**config.mk**
```make
export PLATFORM = sky130hd
export DESIGN_NAME = gca_divider
export DESIGN_NICKNAME = d
export VERILOG_FILES = /design/src/hdl/gca_divider.sv
export SDC_FILE = /design/constraint.sdc
export NUM_CORES = 1
export LEC_CHECK = 0
export BUFFER_PORTS_ARGS = -buffer_cell sky130_fd_sc_hd__buf_2
export CORE_MARGIN = 1
export CORE_UTILIZATION = 43
export CTS_CLUSTER_DIAMETER = 200
export DETAILED_ROUTE_END_ITERATION = 16
export MAX_ROUTING_LAYER = met4
export PLACE_DENSITY = 0.78
export SKIP_CTS_REPAIR_TIMING = 1
export SLEW_MARGIN = 20
export SYNTH_ARGS = -nofsm -noshare
export SYNTH_HDL_FRONTEND = slang
export SYNTH_SLANG_ARGS = --single-unit
```
**constraint.sdc**
```tcl
create_clock -name clk -period 1.25 [get_ports clk]
set_input_delay 0.0625 -clock clk [delete_from_list [all_inputs] [get_ports clk]]
set_output_delay 0.0625 -clock clk [all_outputs]
set_load 0.05 [all_outputs]
```
**src/hdl/gca_divider.sv**
```systemverilog
// Constant divider by reciprocal multiplication: the quotient is registered on start, the remainder on step.
module gca_divider #(
  parameter int DIVIDEND_W = 10,
  parameter int DIVISOR    = 32
) (
  input  logic                            clk,
  input  logic                            rst,
  input  logic                            start,
  input  logic [DIVIDEND_W-1:0]           dividend,
  output logic                            done,
  output logic [DIVIDEND_W-1:0]           quotient,
  output logic [$clog2(DIVISOR)+1:0]      remainder
);

  localparam int RW    = $clog2(DIVISOR) + 2;
  localparam int SH    = DIVIDEND_W + $clog2(DIVISOR);
  localparam int PW    = SH + DIVIDEND_W + 2;
  localparam int RECIP = ((1 << SH) + DIVISOR - 1) / DIVISOR;
  localparam logic [PW-1:0] RECIP_C = PW'(RECIP);
  localparam logic [PW-1:0] DIV_C   = PW'(DIVISOR);

  logic                  step;
  logic [DIVIDEND_W-1:0] num;
  logic [DIVIDEND_W-1:0] quo;
  logic [RW-1:0]         rem;
  logic [PW-1:0]         prod;
  logic [PW-1:0]         back;
  logic [PW-1:0]         diff;

  // Scale by the rounded-up reciprocal, then take back the quotient times the divisor
  always_comb begin
    prod = PW'(dividend) * RECIP_C;
    back = PW'(quo) * DIV_C;
    diff = PW'(num) - back;
  end

  // Sequence the two steps
  always_ff @(posedge clk) begin
    if (rst) begin
      step <= 1'b0;
      done <= 1'b0;
    end else begin
      step <= start;
      done <= step;
    end
  end

  // Hold the working registers
  always_ff @(posedge clk) begin
    if (start) begin
      num <= dividend;
      quo <= prod[SH +: DIVIDEND_W];
    end
    if (step) begin
      rem <= diff[RW-1:0];
    end
  end

  assign quotient  = quo;
  assign remainder = rem;

endmodule

```
# Word-level counts from Yosys, hierarchy flattened
# Index checks and enable logic that the tools add are counted.
op_classes:
  addsub: 1
ops:
  columns: ["operator", "count"]
  rows:
  - ["$sub A7 B7 Y7", 1]
word_totals:
  register_bits: 21
  input_bits: 13
  out_inout_bits: 18
  wordCells: 6

# Longest topological paths before layout
logic_depth:
  ltp_word: 1
  depth_mapped: 1
  mapped_depth_nobuf: 1

# Worst setup path after synthesis
# No wires, ideal clock.
synth_timing:
  path_type: "reg2reg"
  startpoint: "reg step"
  endpoint: "reg rem[0], in the netlist remainder[0], enable pin"
  setup_time_ns: 0.315
  arrival_ns: 0.386
  t_required_ns: 0.935
  path_slack_ns: 0.549
  stages_incl_launch_ff: 1
  n_path_buf: 0
  period_less_slack_ns: 0.701
  path_cell_list: "dfxtp_1"
synth_rtl:
  columns: ["item", "line_no", "rtl"]
  rows:
  - ["start: declaration", "22", "logic step;"]
  - ["start signal: assignment", "43", "step <= start;"]
  - ["end signal: assignment", "55", "rem <= diff[RW-1:0];"]
  - ["end: declaration", "25", "logic [RW-1:0] rem;"]
# No word-level cell between the ends.

# Worst setup path after layout
layout_timing:
  startpoint: "reg quo[4], in the netlist quotient[4]"
  endpoint: "out quotient[4]"
layout_rtl:
  columns: ["item", "line_no", "rtl"]
  rows:
  - ["start: declaration", "24", "logic [DIVIDEND_W-1:0] quo;"]
  - ["start signal: assignment", "52", "quo <= prod[SH +: DIVIDEND_W];"]
  - ["end: declaration", "11", "output logic [DIVIDEND_W-1:0] quotient,"]
# No word-level cell between the ends.

==> impl_metrics.csv <==
group,metric,value,unit
power,static-leakage-power,0.0003411,uW
placement,finalWeightedCongestion,0.5819,
placement,place.detailed.hpwl,524.5,um
global_route,grtUsageMet3,0.05233,
synth,synth_top_family_by_area,"buffers and inverters",
global_route,grt_first_pass_wirelength,924,um
die,top_level_ports,31,
global_route,global_route.peak_usage_layer,"met2",
global_route,gr-total-overflow,0,
global_route,groute.layer.met1.usage,0.09600,
final_layout,layout-drive-gt1-share,0.4063,
timing,rsz0062_at_grt,"false",
placement,numPortBuffers,23,
placement,pre_cts_setup_slack,0.4971,ns
power,max-vdd-ir-drop,0.0007558,V
final_layout,fill_cells,91,
synth,synthSimpleGateAreaFrac,0.02237,
final_layout,layout.cells.most_common,"buf_2",
timing,final_clock_period_utilization_by_the_worst_path,0.7603,
clock_network,clkTransAtPathRegs,0.09,ns
die,core_area,1156,um^2
critical_path,critPathLaunchType,"flop",
critical_path,critical-path-max-stage-delay,0.39,ns
synth,complex_gate_fraction_of_the_synthesized_area,0,
job,cap_violations,0,
critical_path,cp_top_family,"flip-flops",
synth,synth-seq-cells,17,
timing,fin_tns_setup,0,ns
clock_network,insertion_delay,0.28,ns
timing,max_clock_freq,1052,MHz
global_route,largest_net_degree_at_the_start_of_global_routing,12,
timing,slew_violations,0,
die,initial_utilization,0.4838,
global_route,grt.met2_usage,0.1653,
detailed_routing,wl,907,um
clock_network,numClockSinks,17,
detailed_routing,wl_per_cell,11.63,um
detailed_routing,first_pass_iters,2,
final_layout,antenna_cells_inserted,0,
clock_network,cts_made_buffers,3,
global_route,grt_antenna_before_repair,0,
synth,synth-warning-count,0,
critical_path,critical_path.endpoint_type,"output pin",
global_route,grt_use_total,0.1091,
critical_path,criticalPathCategory,"flop to output pin",
die,die_h,38.07,um
final_layout,finalNetCount,78,
final_layout,areaGrowthSynthToFinish,42.73,%
timing,setup_viol,0,
global_route,number_of_global_route_vias_before_repair,234,
critical_path,cp.arrival,0.89,ns
timing,fin_crit,0.9504,ns
final_layout,postLayoutCoreUtil,0.6905,
timing,setup_ws,0.2996,ns
clock_network,h-tree-depth,1,
timing,hold_slack,0.1464,ns
detailed_routing,antenna_violating_nets_post_route,0,
clock_network,cts-root-to-sink-buffers,2,
synth,post_synth_mux_area_share,0,
timing,fin_skew,0.002769,ns
detailed_routing,post_drt_via_cell_ratio,4.103,
detailed_routing,drt_iter0_drc,1,
critical_path,critical_path_buf_inv_count,1,
synth,ys_types,5,
power,power_density,1463,nW/um^2
die,core.rowCount,12,
final_layout,final_area,798.3,um^2
synth,synthesis.area,559.3,um^2
synth,synth_sequential_area_ratio,0.8770,
die,total_die_area,1449,um^2
final_layout,commonest_non_fill_non_tap_cells_in_the_layout,"23 x buf_2, 15 x edfxtp_1, 11 x dlygate4sd3_1",
detailed_routing,drc,0,
critical_path,worstPathRequired,1.19,ns
critical_path,critical_path.cell_chain,"buf_2",
synth,post_synth_xor_area_fraction,0,
critical_path,critical_path.slowest_cell,"edfxtp_1",
placement,dpl-instance-area,661.9,um^2
timing,final-hold-violation-count,0,
synth,yosys.area_share.adder,0,
clock_network,tritoncts,"built",
synth,synth_area_per_cell,20.71,um^2
die,die-width,38.07,um
critical_path,critical_path.max_fanout,1,
detailed_routing,via_count,320,
worst_hold_path,holdCritPathClass,"primary input to flop",
run_status,run_status,"finished, final reports clean",
synth,syn_inst,27,
clock_network,clock_root_buffer,"clkbuf_4",
metal layers:
layer | vias up | routed length, um | share of wire
li1 | 156 | - | -
met1 | 142 | 299 | 0.33
met2 | 20 | 546 | 0.60
met3 | 2 | 50 | 0.055
met4 | 0 | 10 | 0.011
met5 | - | 0 | 0
cell families after synthesis:
family / count (synthesis)
buffers and inverters: 7
flip-flops: 17
other: 1
AND/OR/NAND/NOR: 2
cell type report:
class / instances / area, um^2 / share of cell area
tap: 14 / 17.52 / 0.02194
multi-input combinational: 9 / 38.79 / 0.04859
sequential: 17 / 490.5 / 0.6144
timing repair buffer: 34 / 225.2 / 0.2821
clock buffer: 4 / 26.28 / 0.03292
power breakdown:
group	leakage [uW]	switching, uW	internal (uW)	total (uW)
clock	0.0000150	152	124	276
sequential	0.000161	12.8	664	677
combinational	0.000165	162	53.8	216
total	0.000341	327	841	1170
synthesized netlist by cell type:
library cell | number | area share
edfxtp_1 | 15 | 0.81
buf_4 | 7 | 0.094
dfxtp_1 | 2 | 0.072
nor2b_1 | 2 | 0.022
conb_1 | 1 | 0.0067
registers in the layout (all words and copies together) (netlist names):
register and cells:
done 1, quotient 4, remainder 5, step 1, num 6
path summary, 6_finish.rpt:
check,startpoint,end,slack [ns],depth (start not counted)
max,quotient[4]$_DFFE_PP_,quotient[4],0.30,1
min,start,quotient[4]$_DFFE_PP_,0.15,1
max reg2reg,step$_SDFF_PP0_,remainder[2]$_DFFE_PP_,0.49,0
min reg2reg,num[3]$_DFFE_PP_,remainder[3]$_DFFE_PP_,0.43,0
metrics by stage:
| step | total power, uW | std cells |
|---|---|---|
| detailed placement | 878.3 | 63 |
| floorplan | 846.8 | 33 |
| global route | 1216 | 78 |
| CTS | 1149 | 67 |
| global placement | 874.6 | 63 |
| finish | 1168 | 78 |
Note: power is estimated with default switching activity, not from simulation.
